`src/rtl/mrb_pkg.sv`:
```
// Modal resonator bank: shared constants, codes and the job type passed
// from the front end through the queue to the sweep engine.
// No dependencies.
package mrb_pkg;

  localparam int MAX_MODES   = 2048;
  localparam int MODE_W      = (MAX_MODES > 1) ? $clog2(MAX_MODES) : 1;
  localparam int CNT_W       = $clog2(MAX_MODES + 1);

  localparam int IDX_W       = 11;
  localparam int SEL_W       = 2;
  localparam int COEF_W      = 32;
  localparam int CFG_MODES_W = 12;
  localparam int GAIN_W      = 24;
  localparam int SAMPLE_W    = 24;

  localparam int CFG_IDX_W   = 2;
  localparam int CFG_DATA_W  = 24;

  localparam int FRAC_W      = 28;
  localparam int PROD_W      = 2 * COEF_W;
  localparam int ACC_W       = PROD_W + MODE_W + 1;
  localparam int SUM_W       = 40;
  localparam int SCALE_W     = SUM_W + GAIN_W + 1;
  localparam int OUT_SHIFT   = 5;

  localparam int QUEUE_DEPTH = 2;
  localparam int QPTR_W      = $clog2(QUEUE_DEPTH);
  localparam int QCNT_W      = $clog2(QUEUE_DEPTH + 1);

  localparam logic [CFG_MODES_W-1:0] ACTIVE_MODES_RST = CFG_MODES_W'(2041);
  localparam logic [GAIN_W-1:0]      OUTPUT_GAIN_RST  = GAIN_W'(1000000);

  localparam logic [CFG_IDX_W-1:0] CFG_ACTIVE_MODES = CFG_IDX_W'(0);
  localparam logic [CFG_IDX_W-1:0] CFG_OUTPUT_GAIN  = CFG_IDX_W'(1);

  localparam logic MODE_LOAD = 1'b0;
  localparam logic MODE_TICK = 1'b1;

  typedef enum logic [SEL_W-1:0] {
    COEF_C1,
    COEF_C2,
    COEF_C3,
    COEF_WEIGHT
  } coef_sel_t;

  typedef struct packed {
    logic              is_tick;
    logic              excite;
    logic [MODE_W-1:0] addr;
    coef_sel_t         coef_select;
    logic [COEF_W-1:0] coef_value;
  } job_t;

endpackage

```
`src/rtl/mrb_queue.sv`:
```
// Modal resonator bank: short job queue between front end and sweep engine.
// Depends on mrb_pkg.
module mrb_queue (
  input  logic          clk,
  input  logic          rst_n,
  input  logic          push_valid,
  output logic          push_ready,
  input  mrb_pkg::job_t push_data,
  output logic          pop_valid,
  input  logic          pop_ready,
  output mrb_pkg::job_t pop_data
);
  import mrb_pkg::*;

  job_t              ent_r [QUEUE_DEPTH];
  logic [QPTR_W-1:0] wr_ptr_r;
  logic [QPTR_W-1:0] rd_ptr_r;
  logic [QCNT_W-1:0] cnt_r;
  logic              push;
  logic              pop;

  assign push_ready = (cnt_r != QCNT_W'(QUEUE_DEPTH));
  assign pop_valid  = (cnt_r != '0);
  assign pop_data   = ent_r[rd_ptr_r];
  assign push       = push_valid && push_ready;
  assign pop        = pop_valid && pop_ready;

  always_ff @(posedge clk) begin
    if (push) begin
      ent_r[wr_ptr_r] <= push_data;
    end
  end

  always_ff @(posedge clk) begin
    if (!rst_n) begin
      wr_ptr_r <= '0;
      rd_ptr_r <= '0;
      cnt_r    <= '0;
    end else begin
      if (push) begin
        wr_ptr_r <= wr_ptr_r + QPTR_W'(1);
      end
      if (pop) begin
        rd_ptr_r <= rd_ptr_r + QPTR_W'(1);
      end
      case ({push, pop})
        2'b10:   cnt_r <= cnt_r + QCNT_W'(1);
        2'b01:   cnt_r <= cnt_r - QCNT_W'(1);
        default: cnt_r <= cnt_r;
      endcase
    end
  end

endmodule

```
`config.mk`:
```
export PLATFORM = sky130hd
export DESIGN_NAME = mrb_queue
export DESIGN_NICKNAME = d
export VERILOG_FILES = /design/src/rtl/mrb_pkg.sv /design/src/rtl/mrb_queue.sv
export SDC_FILE = /design/constraint.sdc
export NUM_CORES = 1
export LEC_CHECK = 0
export ABC_AREA = 1
export BUFFER_PORTS_ARGS = -buffer_cell sky130_fd_sc_hd__buf_2
export CAP_MARGIN = 10
export CORE_ASPECT_RATIO = 1.2
export CORE_MARGIN = 8
export CORE_UTILIZATION = 47
export CTS_CLUSTER_SIZE = 14
export DETAILED_ROUTE_END_ITERATION = 12
export GPL_TIMING_DRIVEN = 0
export PLACE_DENSITY = 0.73
export SETUP_SLACK_MARGIN = 0.2
export SLEW_MARGIN = 20
export SYNTH_ARGS = -nofsm -noshare
export SYNTH_HDL_FRONTEND = slang
export SYNTH_SLANG_ARGS = --single-unit
```
`constraint.sdc`:
```
create_clock -name clk -period 3.8 [get_ports clk]
set_input_delay 0.19 -clock clk [delete_from_list [all_inputs] [get_ports clk]]
set_output_delay 0.19 -clock clk [all_outputs]
set_load 0.02 [all_outputs]
```
* Word level (Yosys, flattened, before mapping) *
Memories as Yosys holds them, arrays and structs flattened. A register that Yosys moved wholly into a read port is not among the register bits.
Cells that the tools add are included.

word-level totals
  register bits = 4
  RAM bits = 94
  input bits = 51
  output and inout port bits = 49
  logic and storage cells = 20
  memories = 1

memories
  name   depth  bits a word  rd ports  clocked after Yosys merged registers in  wr ports  RTL line         RTL
  ent_r  2      47           1         1                                        1         mrb_queue.sv:15  job_t ent_r [QUEUE_DEPTH];

cells by class
  add/subtract/negate cells = 4
  equality and inequality tests = 3
  multiplexer cells = 5
  reduce and logical (&&, ||, !) cells = 4

operators with widths
  operator                                                            number
  1-bit 2-to-1 mux                                                    4
  2-bit case mux with 2 select lines                                  1
  2-bit nonzero test                                                  2
  1-bit adder, second input constant                                  2
  2-bit by 1-bit adder with 2-bit output, second input constant       1
  2-bit by 1-bit == test with 1-bit output, second input constant     1
  2-bit == test, second input constant                                1
  1-bit logical AND                                                   2
  2-bit != test, second input constant                                1
  2-bit by 1-bit subtractor with 2-bit output, second input constant  1

* Longest topological paths before layout *
  depth after elaboration = 4
  depth in mapped cells = 9
  depth with buffers taken out = 9

* Worst setup path after synthesis *
Ideal clock, no wire load.

  path kind = flip-flop to flip-flop
  from = register cnt_r[0]
  to = memory ent_r[1][0] in the netlist's numbering, enable pin
  arrival = 2769 ps
  data required time = 3347 ps
  path slack = 578 ps
  stages on the path, launching flop included = 5
  path buffers = 0
  clock period less this slack = 3222 ps
  cells stage by stage = dfxtp_1 -> inv_1 -> nand2_1 -> nand2_1 -> nor2_1

on the way
  longest elaborated chain between the ends = 4

ends and longest elaborated chain
  what                                    RTL line         RTL
  from (decl)                             mrb_queue.sv:18  logic [QCNT_W-1:0] cnt_r;
  from (signal assigned)                  mrb_queue.sv:47  2'b10: cnt_r <= cnt_r + QCNT_W'(1);
  from (signal assigned)                  mrb_queue.sv:48  2'b01: cnt_r <= cnt_r - QCNT_W'(1);
  from (signal assigned)                  mrb_queue.sv:49  default: cnt_r <= cnt_r;
  2-bit != test                           mrb_queue.sv:22  assign push_ready = (cnt_r != QCNT_W'(QUEUE_DEPTH));
  named net push_ready                    mrb_queue.sv:7   output logic push_ready,
  1-bit logical AND                       mrb_queue.sv:25  assign push = push_valid && push_ready;
  1-bit 2-to-1 mux                        mrb_queue.sv:29  if (push) begin
  1-bit 2-to-1 mux (implied by the code)  mrb_queue.sv:30  ent_r[wr_ptr_r] <= push_data;
  to (decl)                               mrb_queue.sv:15

The timed path passes the listed nets, and every way through them passes these cells.

* Worst setup path after layout *
  from = register cnt_r[0]
  to = memory ent_r[1][0] in the netlist's numbering, enable pin

on the way
  longest elaborated chain between the ends = 4

ends and longest elaborated chain
  what                                    RTL line
  2-bit != test                           mrb_queue.sv:22
  1-bit logical AND                       mrb_queue.sv:25
  1-bit 2-to-1 mux                        mrb_queue.sv:29
  1-bit 2-to-1 mux (implied by the code)  mrb_queue.sv:30

No other way between the ends.

==> Implementation_results.wiki <==
{| class="wikitable"
! Metric !! Value
|-
| Post-synthesis cell count || 182
|-
| Primary flip-flop cell chosen by synthesis mapping || edfxtp_1
|-
| Post-synthesis register bit count || 99
|-
| GRT Util Overall || 11.3%
|-
| Critical path class || reg2reg
|-
| Post-synthesis compound-gate area fraction || 0.467%
|-
| Die W || 97.5 um
|-
| Crit path from || cnt_r[0]$_SDFFE_PN0P_
|-
| Register-to-Register Path Depth || 5
|-
| Cts repair resizes || 0
|-
| Proportion of synthesized area in mux cells || 17.1%
|-
| Sum of routed wire length over all layers || 6.34 mm
|-
| Slew margin rel. || 53.6%
|-
| Area contributors post-synth || edfxtp_1 75%, mux2_4 12%, mux2_2 5.1%, dfxtp_1 2.7%, buf_6 1.2%
|-
| Count of final setup violators || 0
|-
| Clock tree from TritonCTS || done
|-
| Layout cells sized above 1 || 57.2%
|-
| Clock Pin Slew Worst Setup and Hold Paths || 90 ps
|-
| Maximum Capacitance Violations || 0
|-
| Die span in y || 114 um
|-
| Transition at the pin with the smallest max-transition slack || 694 ps
|-
| Arrival time worst endpoint || 1960 ps
|-
| Drt initial violations || 58
|-
| Syn Std Cell Area || 3750 um2
|-
| Worst min path class || in2reg
|-
| Share of the synthesized area in the top cell type || 75.3%
|-
| Mapped Avg Cell Area || 20.6 um2
|-
| Starting density of the core || 48.7%
|-
| Post-DR vias/cell || 4.83
|-
| Kind of capture point of the worst setup path || flop
|-
| Core Footprint || 7710 um2
|-
| Critical Path Start Type || flop
|-
| Cell accounting for the most synthesized area || edfxtp_1
|-
| Final Hold Fails || 0
|-
| Number of enable-type register cells in the synthesized netlist || 94
|-
| Setup repair after global routing missed its margin || false
|-
| Commonest cells in the netlist || 94 x edfxtp_1, 30 x mux2_4, 17 x mux2_2
|-
| Die ar. || 11100 um2
|-
| Remaining antenna violation count || 0
|-
| Clk_lat worst skew || 340 ps
|-
| Leak || 0.00181 uW
|-
| Post-layout util || 59.7%
|-
| Number of ports placed on the die boundary || 100
|-
| Hold worst-path end || ent_r[0][30]$_DFFE_PP_
|-
| Launch point of the worst reg-to-reg path || cnt_r[0]$_SDFFE_PN0P_
|-
| Dpl cells || 375
|-
| Clock tree buffer depth || 2
|-
| P per Cell Area || 580 nW/um2
|-
| Maximum achievable frequency || 523 MHz
|-
| Antenna violations before repair || 0
|-
| Cell area after placement || 4420 um2
|-
| Critical path fanouts, max || 26
|-
| Final min period || 1910 ps
|-
| Run status || complete, no violations
|-
| Xor and xnor fraction of the mapped netlist area || 0%
|-
| Maximum number of pins on one net before global-route repair || 27
|-
| Largest family of logic cells by synthesized area || multiplexers
|-
| Most frequent cell after synthesis || edfxtp_1
|-
| Antenna diode instance count || 0
|-
| Clock sink total || 99
|-
| Number of global-route vias before repair || 2084
|-
| Final setup margin || 1890 ps
|-
| Min-Delay Startpoint || push_data[30]
|-
| RePlAce Congestion || 0.674
|-
| Share of synthesized area occupied by flip-flops and latches || 77.9%
|-
| Number of hold buffers added after CTS || 0
|-
| Worst slack after detailed placement || 1870 ps
|-
| Share of synthesized flip-flops with an asynchronous set or reset || 0%
|-
| Required time reported for the critical path endpoint || 3850 ps
|-
| Simple-gate area share of the yosys netlist || 2.30%
|-
| Share of synthesized cell area in full adder, half adder and majority cells || 0.334%
|-
| Area of all placed cells without fillers || 4600 um2
|-
| Leftover overflow at the end of global routing || 0
|-
| Postcts setup bufs || 0
|-
| Hold Crit Depth || 1
|-
| Reg-to-reg endpoint || ent_r[1][0]$_DFFE_PP_
|-
| Number of max-slew violations in the final report || 0
|-
| Detailed-routing iteration count for the pre-antenna-repair pass || 4
|-
| Count of synthesis-stage warnings from yosys || 0
|-
| Net Count, Synth || 234
|-
| Total via count in the routed design || 1890
|-
| Clock Root Buffer || clkbuf_8
|-
| Maximum resistive drop on vdd || 0.358 mV
|-
| Placement Rows || 35
|-
| Clock buffer count from CTS || 9
|-
| Final layout net count || 346
|-
| CTS H-Tree Depth || 3
|-
| Final worst clock skew || 10.6 ps
|-
| Portion of the clock cycle consumed by the worst path in the final layout || 50.3%
|-
| Final non-filler cell total || 391
|-
| Wire length of the first global-routing pass || 10.0 mm
|-
| Total DRC errors in the routed layout || 0
|-
| Number of port buffers || 99
|-
| DR WL/cell || 16.2 um
|-
| Count of different cell masters after synthesis || 15
|-
| Layout overhead on the synthesized area || 22.8%
|-
| Worst setup slack for register-to-register paths || 1890 ps
|}
-- final cells by class --
type                            instances  area [um2]
Buffer                                  5        50.0
Clock buffer                           11         151
Clock inverter                          5        37.5
Fill cell                             602        3100
Inverter                                5        18.8
Multi-Input combinational cell         73         773
Sequential cell                        99        2920
Tap cell                               92         115
Timing Repair Buffer                  101         536
-- worst max-delay path by stage --
stage                                   endpoint  slack [ps]  cells after the start
after global routing      ent_r[1][35]$_DFFE_PP_        1720                      5
after CTS                 ent_r[0][35]$_DFFE_PP_        1840                      5
after floorplan            ent_r[1][0]$_DFFE_PP_         580                      4
after detailed placement  ent_r[0][25]$_DFFE_PP_        1870                      5
after global placement    ent_r[1][24]$_DFFE_PP_        -350                      4
final                      ent_r[1][0]$_DFFE_PP_        1890                      5
-- metrics by stage --
step | TNS [ps] | total power [uW] | hold WS [ps]
3_5_place_dp | 0 | 2100 | 382
2_1_floorplan | 0 | 1880 | 289
6_report | 0 | 2670 | 29.2
4_1_cts | 0 | 2710 | 2.63
3_3_place_gp | -31750 | 2080 | 378
5_1_grt | 0 | 2800 | 0.572
-- flip-flops by register name, summed over array words and instances (netlist names), named ones only --
register  count
ent_r        94
wr_ptr_r      1
rd_ptr_r      1
cnt_r         2
-- worst max-delay path, stage by stage (launching register included) --
cell and delay, ps:
dfxtp_1 370, inv_1 100, nand2_1 80, nand2_1 180, nor2_4 580, buf_12 270
-- per-layer routing --
layer	share of wire (%)	up-vias	GRT usage, %
met3	4.7	13	2.90
li1	-	918	-
met4	2.5	0	6.68
met2	54	56	20.4
met5	0	-	0
met1	38	903	11.6
-- cell usage in the layout (no fill, tap or decap) --
cell type / n
edfxtp_1: 94
mux2_2: 17
buf_12: 2
o21a_1: 1
buf_2: 100
clkbuf_8: 11
inv_1: 5
clkinv_4: 2
clkinv_2: 1
clkinvlp_4: 2
a21oi_1: 1
nand2_1: 10
nand4_1: 1
o21ai_0: 1
mux2_4: 30
buf_6: 4
nor2_1: 8
ha_1: 1
dfxtp_1: 5
nand3_1: 1
nor2_4: 2
-- kinds of logic (layout without fill, tap and decap cells) --
family,Yosys count,in the layout
buffers and inverters,10,127
muxes,47,47
adders and majority gates,1,1
AOI/OAI and AO/OA,3,3
DFF,99,99
and+or+nand+nor,22,22
-- power breakdown --
part	internal [uW]	total (uW)	switching (uW)
combinational	304	695	391
clock	275	607	332
sequential	1330	1370	33.6
total	1910	2670	757
Power figures use the tool's default switching activity.
