## src/rtl/mrb_pkg.sv

```systemverilog
// Modal resonator bank: shared constants, codes and the job type passed
// from the front end through the queue to the sweep engine.
// No dependencies.
package mrb_pkg;

  localparam int MAX_MODES   = 2048;
  localparam int MODE_W      = (MAX_MODES > 1) ? $clog2(MAX_MODES) : 1;
  localparam int CNT_W       = $clog2(MAX_MODES + 1);

  localparam int IDX_W       = 11;
  localparam int SEL_W       = 2;
  localparam int COEF_W      = 32;
  localparam int CFG_MODES_W = 12;
  localparam int GAIN_W      = 24;
  localparam int SAMPLE_W    = 24;

  localparam int CFG_IDX_W   = 2;
  localparam int CFG_DATA_W  = 24;

  localparam int FRAC_W      = 28;
  localparam int PROD_W      = 2 * COEF_W;
  localparam int ACC_W       = PROD_W + MODE_W + 1;
  localparam int SUM_W       = 40;
  localparam int SCALE_W     = SUM_W + GAIN_W + 1;
  localparam int OUT_SHIFT   = 5;

  localparam int QUEUE_DEPTH = 2;
  localparam int QPTR_W      = $clog2(QUEUE_DEPTH);
  localparam int QCNT_W      = $clog2(QUEUE_DEPTH + 1);

  localparam logic [CFG_MODES_W-1:0] ACTIVE_MODES_RST = CFG_MODES_W'(2041);
  localparam logic [GAIN_W-1:0]      OUTPUT_GAIN_RST  = GAIN_W'(1000000);

  localparam logic [CFG_IDX_W-1:0] CFG_ACTIVE_MODES = CFG_IDX_W'(0);
  localparam logic [CFG_IDX_W-1:0] CFG_OUTPUT_GAIN  = CFG_IDX_W'(1);

  localparam logic MODE_LOAD = 1'b0;
  localparam logic MODE_TICK = 1'b1;

  typedef enum logic [SEL_W-1:0] {
    COEF_C1,
    COEF_C2,
    COEF_C3,
    COEF_WEIGHT
  } coef_sel_t;

  typedef struct packed {
    logic              is_tick;
    logic              excite;
    logic [MODE_W-1:0] addr;
    coef_sel_t         coef_select;
    logic [COEF_W-1:0] coef_value;
  } job_t;

endpackage

```

## src/rtl/mrb_if.sv

```systemverilog
// Modal resonator bank: valid/ready channel interfaces for input items and
// result samples. Depends on mrb_pkg.
interface mrb_in_if;
  import mrb_pkg::*;

  logic                     valid;
  logic                     ready;
  logic                     mode;
  logic [IDX_W-1:0]         mode_index;
  logic [SEL_W-1:0]         coef_select;
  logic signed [COEF_W-1:0] coef_value;
  logic                     armed;
  logic                     mute_switch;

  modport source (
    output valid, mode, mode_index, coef_select, coef_value, armed, mute_switch,
    input  ready
  );
  modport sink (
    input  valid, mode, mode_index, coef_select, coef_value, armed, mute_switch,
    output ready
  );
endinterface


```

## src/rtl/mrb_front.sv

```systemverilog
// Modal resonator bank front end: accepts input beats, drops unarmed ticks
// and out-of-range loads, resolves excitation. Depends on mrb_pkg, mrb_if.
module mrb_front (
  input  logic          clk,
  input  logic          rst_n,
  mrb_in_if.sink        in_ch,
  input  logic          clearing,
  output logic          push_valid,
  input  logic          push_ready,
  output mrb_pkg::job_t push_data
);
  import mrb_pkg::*;

  logic first_r;
  logic mute_prev_r;
  logic accept;
  logic is_tick;
  logic idx_ok;
  logic tick_take;

  assign in_ch.ready = push_ready && !clearing;
  assign accept      = in_ch.valid && in_ch.ready;
  assign is_tick     = (in_ch.mode == MODE_TICK);
  assign idx_ok      = (32'(in_ch.mode_index) < 32'(MAX_MODES));
  assign tick_take   = accept && is_tick && in_ch.armed;

  assign push_valid = accept && (is_tick ? in_ch.armed : idx_ok);

  always_comb begin
    push_data.is_tick     = is_tick;
    push_data.excite      = first_r || (in_ch.mute_switch && !mute_prev_r);
    push_data.addr        = MODE_W'(in_ch.mode_index);
    push_data.coef_select = coef_sel_t'(in_ch.coef_select);
    push_data.coef_value  = in_ch.coef_value;
  end

  always_ff @(posedge clk) begin
    if (!rst_n) begin
      first_r     <= 1'b1;
      mute_prev_r <= 1'b0;
    end else if (tick_take) begin
      first_r     <= 1'b0;
      mute_prev_r <= in_ch.mute_switch;
    end
  end

endmodule

```

## src/flat_wrapper.sv

```systemverilog
// flat-port wrapper written by rule: the top's interface ports become plain ports
module mrb_front_flat import mrb_pkg::*;
  (clk, rst_n, clearing, push_valid, push_ready, push_data, in_ch_valid, in_ch_mode, in_ch_mode_index, in_ch_coef_select, in_ch_coef_value, in_ch_armed, in_ch_mute_switch, in_ch_ready);
  mrb_in_if in_ch_i ();
  input  logic clk;
  input  logic rst_n;
  input  logic clearing;
  output logic push_valid;
  input  logic push_ready;
  output mrb_pkg::job_t push_data;
  input wire logic [$bits(in_ch_i.valid)-1:0] in_ch_valid;
  input wire logic [$bits(in_ch_i.mode)-1:0] in_ch_mode;
  input wire logic [$bits(in_ch_i.mode_index)-1:0] in_ch_mode_index;
  input wire logic [$bits(in_ch_i.coef_select)-1:0] in_ch_coef_select;
  input wire logic [$bits(in_ch_i.coef_value)-1:0] in_ch_coef_value;
  input wire logic [$bits(in_ch_i.armed)-1:0] in_ch_armed;
  input wire logic [$bits(in_ch_i.mute_switch)-1:0] in_ch_mute_switch;
  output wire logic [$bits(in_ch_i.ready)-1:0] in_ch_ready;
  assign in_ch_i.valid = in_ch_valid;
  assign in_ch_i.mode = in_ch_mode;
  assign in_ch_i.mode_index = in_ch_mode_index;
  assign in_ch_i.coef_select = in_ch_coef_select;
  assign in_ch_i.coef_value = in_ch_coef_value;
  assign in_ch_i.armed = in_ch_armed;
  assign in_ch_i.mute_switch = in_ch_mute_switch;
  assign in_ch_ready = in_ch_i.ready;
  mrb_front u_core (.clk(clk), .rst_n(rst_n), .in_ch(in_ch_i), .clearing(clearing), .push_valid(push_valid), .push_ready(push_ready), .push_data(push_data));
endmodule
```

## config.mk

```make
export PLATFORM = sky130hd
export DESIGN_NAME = mrb_front_flat
export DESIGN_NICKNAME = d
export VERILOG_FILES = /design/src/rtl/mrb_pkg.sv /design/src/rtl/mrb_if.sv /design/src/rtl/mrb_front.sv /design/src/flat_wrapper.sv
export SDC_FILE = /design/constraint.sdc
export NUM_CORES = 1
export LEC_CHECK = 0
export BUFFER_PORTS_ARGS = -buffer_cell sky130_fd_sc_hd__buf_2
export CORE_AREA = 5 5 51 53
export CTS_CLUSTER_SIZE = 28
export DETAILED_ROUTE_END_ITERATION = 10
export DIE_AREA = 0 0 56 58
export PLACE_DENSITY = 0.86
export SYNTH_ARGS = -nofsm -noshare
export SYNTH_HDL_FRONTEND = slang
export SYNTH_SLANG_ARGS = --single-unit
```

## constraint.sdc

```tcl
create_clock -name clk -period 0.8 [get_ports clk]
set_input_delay 0.08 -clock clk [delete_from_list [all_inputs] [get_ports clk]]
set_output_delay 0.08 -clock clk [all_outputs]
set_load 0.1 [all_outputs]
```

Yosys cells after proc, flatten, opt, wreduce, memory -nomap -nowiden:

Index checks and enable logic that the tools add are counted.

* output and inout port bits: 49
* bits of input ports: 53
* register bits after elaboration: 2

* muxes and demuxes: 1
* reduce and logical (&&, ||, !) cells: 9

Operators by type and width (count)
* $logic_and 1x1->1: 6
* $logic_not 1->1: 2
* $logic_or 1x1->1: 1
* $mux 1: 1

Longest topological paths before layout:

Gate-level depths: netlist of the first run.

* depth after elaboration: 5
* mapped depth: 3
* mapped depth without buffers: 3

Worst setup path before layout of the first run:

OpenSTA, ideal clock, no wires.

* path type: reg-to-output
* from: reg u_core.mute_prev_r
* to: out push_data[45] (netlist name)
* setup slack: -1687 ps
* data required time: 720 ps
* cell stages (with the launch flop): 2
* arrival: 2407 ps
* cells stage by stage: dfxtp_1 > o21ai_0

RTL lines
* from (decl): RTL line mrb_front.sv:15 `logic mute_prev_r;`
* from (signal assigned): RTL line mrb_front.sv:43 `mute_prev_r <= in_ch.mute_switch;`
* to (decl): RTL line flat_wrapper.sv:10 `output mrb_pkg::job_t push_data;`

==> results of run 1 <==
area by class of cell:
class	instances	area (um2)	share of cell area, %
tap	28	35.0	10.6
timing repair buffer	13	143	43.0
inverter	3	11.3	3.40
sequential	2	41.3	12.5
clock buffer	3	22.5	6.79
multi-input combinational	9	78.8	23.8
kinds of logic after synthesis:
| group | count (synthesis) | synth area share (%) |
|---|---|---|
| and+or+nand+nor | 5 | 7.92 |
| DFF | 2 | 8.74 |
| buffers and inverters | 49 | 77.9 |
| muxes | 1 | 2.19 |
| AOI/OAI and AO/OA | 3 | 3.28 |
metal layers:
metal,wire length (um),vias to the layer above
met2,334,26
met1,125,84
met3,150,16
met4,95,0
met5,0,-
li1,-,78
power by group:
group	internal, mW	total, mW	switching, mW
logic	0.0641	0.154	0.0904
registers	0.102	0.103	0.000788
clock network	0.165	0.221	0.0557
total	0.332	0.479	0.147
worst min-delay path by stage:
stage | start | endpoint | slack, ns | cells after the start
after floorplan | rst_n | u_core.first_r | 0.16 | 1
after global placement | in_ch_coef_value[17] | push_data[17] | 0.16 | 0
final | rst_n | u_core.first_r | 0.06 | 2
after CTS | rst_n | u_core.first_r | 0.05 | 2
after detailed placement | in_ch_coef_value[17] | push_data[17] | 0.16 | 0
after global routing | rst_n | u_core.first_r | 0.06 | 2
stage by stage:
stage | hold slack, ns | utilization, %
after floorplan | 0.160 | -
after global placement | 0.161 | 13.7
after detailed placement | 0.161 | 13.7
final | 0.0622 | 15.7
after CTS | 0.0549 | 15.7
after global routing | 0.0571 | 15.7
worst max-delay path: stages (launching register included):
cell     delay (ns)
dfxtp_2        0.32
o21ai_2        0.15
buf_12         0.19
flip-flops by register name, indices dropped and copies added (netlist names):
name                flops
u_core.first_r          1
u_core.mute_prev_r      1
layout by cell type (no fill, tap or decap):
master,synthesis,final
clkbuf_4,0,3
buf_12,0,4
o21ai_2,0,1
a21oi_4,0,1
nand2_2,0,1
buf_6,0,2
dfxtp_1,2,1
o21ai_1,0,1
dfxtp_2,0,1
and4_4,1,1
inv_1,3,3
mux2i_1,1,1
nor2b_4,1,1
nand2_1,3,2
buf_2,0,5
buf_4,46,2
repair_timing:
item | 4_1_cts | 5_1_grt
buffers inserted | 1 | 0
pin swaps | 2 | 1
endpoints found under the setup margin | 2 | 2
gates resized for setup | 3 | 0
==> impl_metrics.py, run 1 <==
metrics = {
    "run_status": {
        "outcome": "complete, but fails checks",
        "violations": "negative setup slack",
    },
    "clocking": {
        "cts_sinks": 2,
        "clock_path_buffers": 2,
        "insertion_delay_ns": 0.22,
        "clk_pin_slew_worst_paths_ns": 0.03,
        "cts_hold_buf": 0,
        "cts_tree": "yes",
        "clockRootBuffer": "clkbuf_4",
        "cts_buffers": 3,
        "cts.htree.levels": 1,
    },
    "job": {
        "cap_violations": 0,
    },
    "global_routing": {
        "grt_pass1_vias": 257,
        "use_met1_pct": 1.44,
        "grt_use_met2_pct": 6.84,
        "grt_util_met3_pct": 3.56,
        "grt_usage_pct": 4.70,
        "grt_pass1_wl_mm": 1.01,
        "gr-total-overflow": 0,
        "antenna_found_initial": 0,
        "grt_start_max_net_pins": 4,
        "busiest_layer": "met4",
    },
    "final_layout": {
        "drive_gt1_share_pct": 73.3,
        "antenna_cells": 0,
        "finalNetCount": 85,
        "area_delta_synth_final_pct": -27.6,
        "instances_no_fill": 58,
        "design_area_um2": 332,
        "nFillCells": 240,
    },
    "yosys": {
        "synth_edf_count": 0,
        "yosysTopAreaCell": "buf_4",
        "netlist_instances": 60,
        "async_flop_share_pct": 0,
        "yosysTopAreaCellShare_pct": 75.4,
        "synth.most_common_cell": "buf_4",
        "ys_types": 9,
        "synthTopCellsByCount": "buf_4, inv_1, nand2_1",
        "synth_nets": 113,
        "synthFlopType": "dfxtp_1",
        "seq_area_frac_synth_pct": 8.74,
        "synth_top_cells_by_area": "buf_4, dfxtp_1, nor2b_4",
        "yosysWarningCount": 0,
        "syn_avg_cell_area_um2": 7.63,
        "synth_seq_cells": 2,
        "syn-cell-area_um2": 458,
    },
    "floorplan": {
        "io_pins": 102,
        "die_w_um": 56,
        "dieHeight_um": 58,
        "num_rows": 17,
        "core-area_mm2": 0.00211,
        "start_util_pct": 21.7,
        "dieArea_mm2": 0.00325,
    },
    "setup_path": {
        "ff2ff_path_depth": 2,
        "crit_fanout": 2,
        "arrival_ns": 0.88,
        "crit_start": "u_core.mute_prev_r",
        "worstReg2RegStart": "u_core.mute_prev_r",
        "cp_data_required_time_ns": 0.72,
        "worst_setup_path_start_kind": "register",
        "endpoint_kind": "output pin",
        "rr_endpoint": "u_core.mute_prev_r",
        "worst-r2r-setup-slack_ns": 0.24,
        "cp-endpoint": "push_data[45]",
        "path_class": "register to output pin",
    },
    "timing": {
        "layout_min_cycle_time_ns": 0.964,
        "fin_tns_setup_ns": -0.164,
        "fin_crit_sh_pct": 120,
        "fmax_ghz": 1.04,
        "setup_viol": 1,
        "relSlewSlack_pct": 89.8,
        "skew_ns": 0,
        "finalHoldViolations": 0,
        "worst_pin_slew_ns": 0.153,
        "setup_ws_ns": -0.164,
        "grt_setup_unrepaired": "true",
        "maxSlewViolCount": 0,
    },
    "route": {
        "via_per_inst": 3.52,
        "drt-initial-drc-count": 3,
        "ant_nets": 0,
        "vias": 204,
        "routedWlPerCell_um": 12.2,
        "drc": 0,
        "drt_wl_total_um": 705,
        "firstDrtPassIters": 2,
    },
    "power": {
        "leakage_nw": 0.153,
        "report.power.total_mw": 0.479,
        "p_per_area_mw_per_mm2": 1440,
        "vdd_ir_drop_max_uv": 567,
    },
    "place": {
        "place_ws_ns": -0.0170,
        "dpl_cell_area_um2": 288,
        "dp.cells": 54,
        "port_buffers": 11,
        "gp_congestion": 0.630,
        "hpwl_um": 548,
    },
    "min_path": {
        "min_path_type": "primary input to register",
    },
}
Power figures use the tool's default switching activity.
==> run 2, diff against run 1 <==
--- a/config.mk
+++ b/config.mk
@@ -5,6 +5,7 @@
 export SDC_FILE = /design/constraint.sdc
 export NUM_CORES = 1
 export LEC_CHECK = 0
+export ABC_AREA = 1
 export BUFFER_PORTS_ARGS = -buffer_cell sky130_fd_sc_hd__buf_2
 export CORE_AREA = 5 5 51 53
 export CTS_CLUSTER_SIZE = 28
==> run 2 against run 1 <==
The flow still finishes with violations (negative setup slack). Clock skew is the same. Synthesized cell count rose by 6.7%. Final area grew 3.4%. Via count increased by 5.9%. Combinational power about the same. Cell count is 3.4% higher. Die area stayed put. Register-to-register slack hardly changed. Critical path depth stayed put. Sequential power about the same. Wire length down 11%.
==> impl_metrics.py, run 2 <==
metrics = {
    "run_status": {
        "outcome": "complete, but fails checks",
        "violations": "negative setup slack",
    },
    "setup_path": {
        "crit_fanout": 2,
        "endpoint_kind": "output pin",
        "cp_data_required_time_ns": 0.72,
        "arrival_ns": 0.86,
        "worst-r2r-setup-slack_ns": 0.23,
        "path_class": "register to output pin",
        "worst_setup_path_start_kind": "register",
        "ff2ff_path_depth": 2,
    },
    "timing": {
        "worst_pin_slew_ns": 0.133,
        "setup_viol": 1,
        "finalHoldViolations": 0,
        "maxSlewViolCount": 0,
        "layout_min_cycle_time_ns": 0.943,
        "setup_ws_ns": -0.143,
        "skew_ns": 0,
        "grt_setup_unrepaired": "true",
        "relSlewSlack_pct": 91.0,
        "fmax_ghz": 1.06,
        "fin_crit_sh_pct": 118,
    },
    "route": {
        "drc": 0,
        "drt_wl_total_um": 625,
        "drt-initial-drc-count": 1,
        "routedWlPerCell_um": 10.4,
        "vias": 216,
        "via_per_inst": 3.60,
        "firstDrtPassIters": 2,
        "ant_nets": 0,
    },
    "yosys": {
        "synth_edf_count": 0,
        "syn-cell-area_um2": 460,
        "synth_top_cells_by_area": "buf_4, dfxtp_1, inv_1",
        "netlist_instances": 64,
        "synth.most_common_cell": "buf_4",
        "yosysTopAreaCell": "buf_4",
        "ys_types": 10,
        "seq_area_frac_synth_pct": 8.70,
        "synth_seq_cells": 2,
        "yosysTopAreaCellShare_pct": 75.0,
        "async_flop_share_pct": 0,
        "synthFlopType": "dfxtp_1",
        "synthTopCellsByCount": "buf_4, inv_1, nand2_1",
        "synth_nets": 117,
        "yosysWarningCount": 0,
        "syn_avg_cell_area_um2": 7.19,
    },
    "global_routing": {
        "gr-total-overflow": 0,
        "grt_usage_pct": 4.01,
        "grt_pass1_vias": 238,
        "grt_start_max_net_pins": 4,
        "antenna_found_initial": 0,
        "grt_pass1_wl_um": 952,
    },
    "clocking": {
        "cts_sinks": 2,
        "postCtsSetupRepairBufs": 0,
        "clock_path_buffers": 2,
        "cts.htree.levels": 1,
        "cts_buffers": 3,
        "insertion_delay_ns": 0.22,
        "cts_tree": "yes",
        "clk_pin_slew_worst_paths_ns": 0.03,
        "clockRootBuffer": "clkbuf_4",
    },
    "place": {
        "port_buffers": 11,
        "place_ws_ns": 0.00411,
        "dp.cells": 57,
        "hpwl_um": 517,
        "gp_congestion": 0.549,
    },
    "min_path": {
        "min_path_type": "primary input to register",
        "hold_depth": 2,
    },
    "final_layout": {
        "area_delta_synth_final_pct": -25.5,
        "mostFrequentLayoutCells": "buf_2, nand2_1, buf_12",
        "instances_no_fill": 60,
        "reg_top3": "u_core.first_r x1, u_core.mute_prev_r x1",
        "antenna_cells": 0,
        "drive_gt1_share_pct": 68.8,
        "finalNetCount": 87,
        "layout_commonest_cell": "buf_2",
    },
    "job": {
        "cap_violations": 0,
    },
    "floorplan": {
        "dieHeight_um": 58,
        "start_util_pct": 21.9,
        "io_pins": 102,
        "dieArea_mm2": 0.00325,
        "die_w_um": 56,
        "num_rows": 17,
        "core-area_mm2": 0.00211,
    },
    "power": {
        "p_per_area_mw_per_mm2": 1410,
        "report.power.total_mw": 0.483,
        "vdd_ir_drop_max_uv": 546,
        "leakage_nw": 0.143,
    },
}
## run 2: cell count changes after synthesis, sizes merged
cell / delta
inv: +1
mux2i: -1
o21ai: -1
nor2b: -1
and4: -1
nand3: +1
nor2: +4
nand2: +1
o21bai: +1
## run 2: area by class of cell
cell class                 count  area [um2]
tap                           28        35.0
fill                         236        1760
timing repair buffer          11         118
clock buffer                   3        22.5
inverter                       4        27.5
sequential                     2        42.5
multi-input combinational     12        97.6
## run 2: final timing paths
| path | from | to |
|---|---|---|
| max | u_core.first_r | push_data[45] |
| min | rst_n | u_core.first_r |
| min reg2reg | u_core.first_r | u_core.first_r |
| max reg2reg | u_core.mute_prev_r | u_core.mute_prev_r |
## run 2: repair_timing
item	4_1_cts	5_1_grt
pin swaps	1	0
resized for setup	2	1
endpoints found under the hold margin	0	0
setup endpoints to repair	2	1
hold buffers	0	0
## run 2: metrics by stage
stage	instance area (um2)	utilization [%]	hold WS (ns)	setup TNS, ns
after floorplan	510	-	0.149	-0.137
after global placement	315	15.0	0.161	0
after detailed placement	315	15.0	0.161	0
after CTS	342	16.2	0.0311	-0.153
after global routing	343	16.3	0.0233	-0.171
final	343	16.3	0.0298	-0.143
## run 2: metal layers
metal / part of all wire, % / track usage (%)
met1: 25 / 2.23
met2: 38 / 4.17
met3: 28 / 5.12
met4: 7.7 / 7.46
met5: 0 / 0
## run 2: where the power goes
part           internal, mW  total, mW  leakage [nW]  switching (mW)
logic                0.0577      0.157         0.113          0.0996
clock network         0.165      0.221        0.0138          0.0556
registers             0.103      0.105        0.0162         0.00162
## run 2: kinds of logic after synthesis
family / Yosys count / synth area share, %
AND/OR/NAND/NOR: 9 / 9.24
flip-flops: 2 / 8.70
buffers and inverters: 50 / 78.3
AO/OA/AOI/OAI: 3 / 3.80
## run 2: critical path: stages (launching register included)
cell      delay [ns]
dfxtp_2         0.31
o21bai_4        0.17
buf_12          0.17
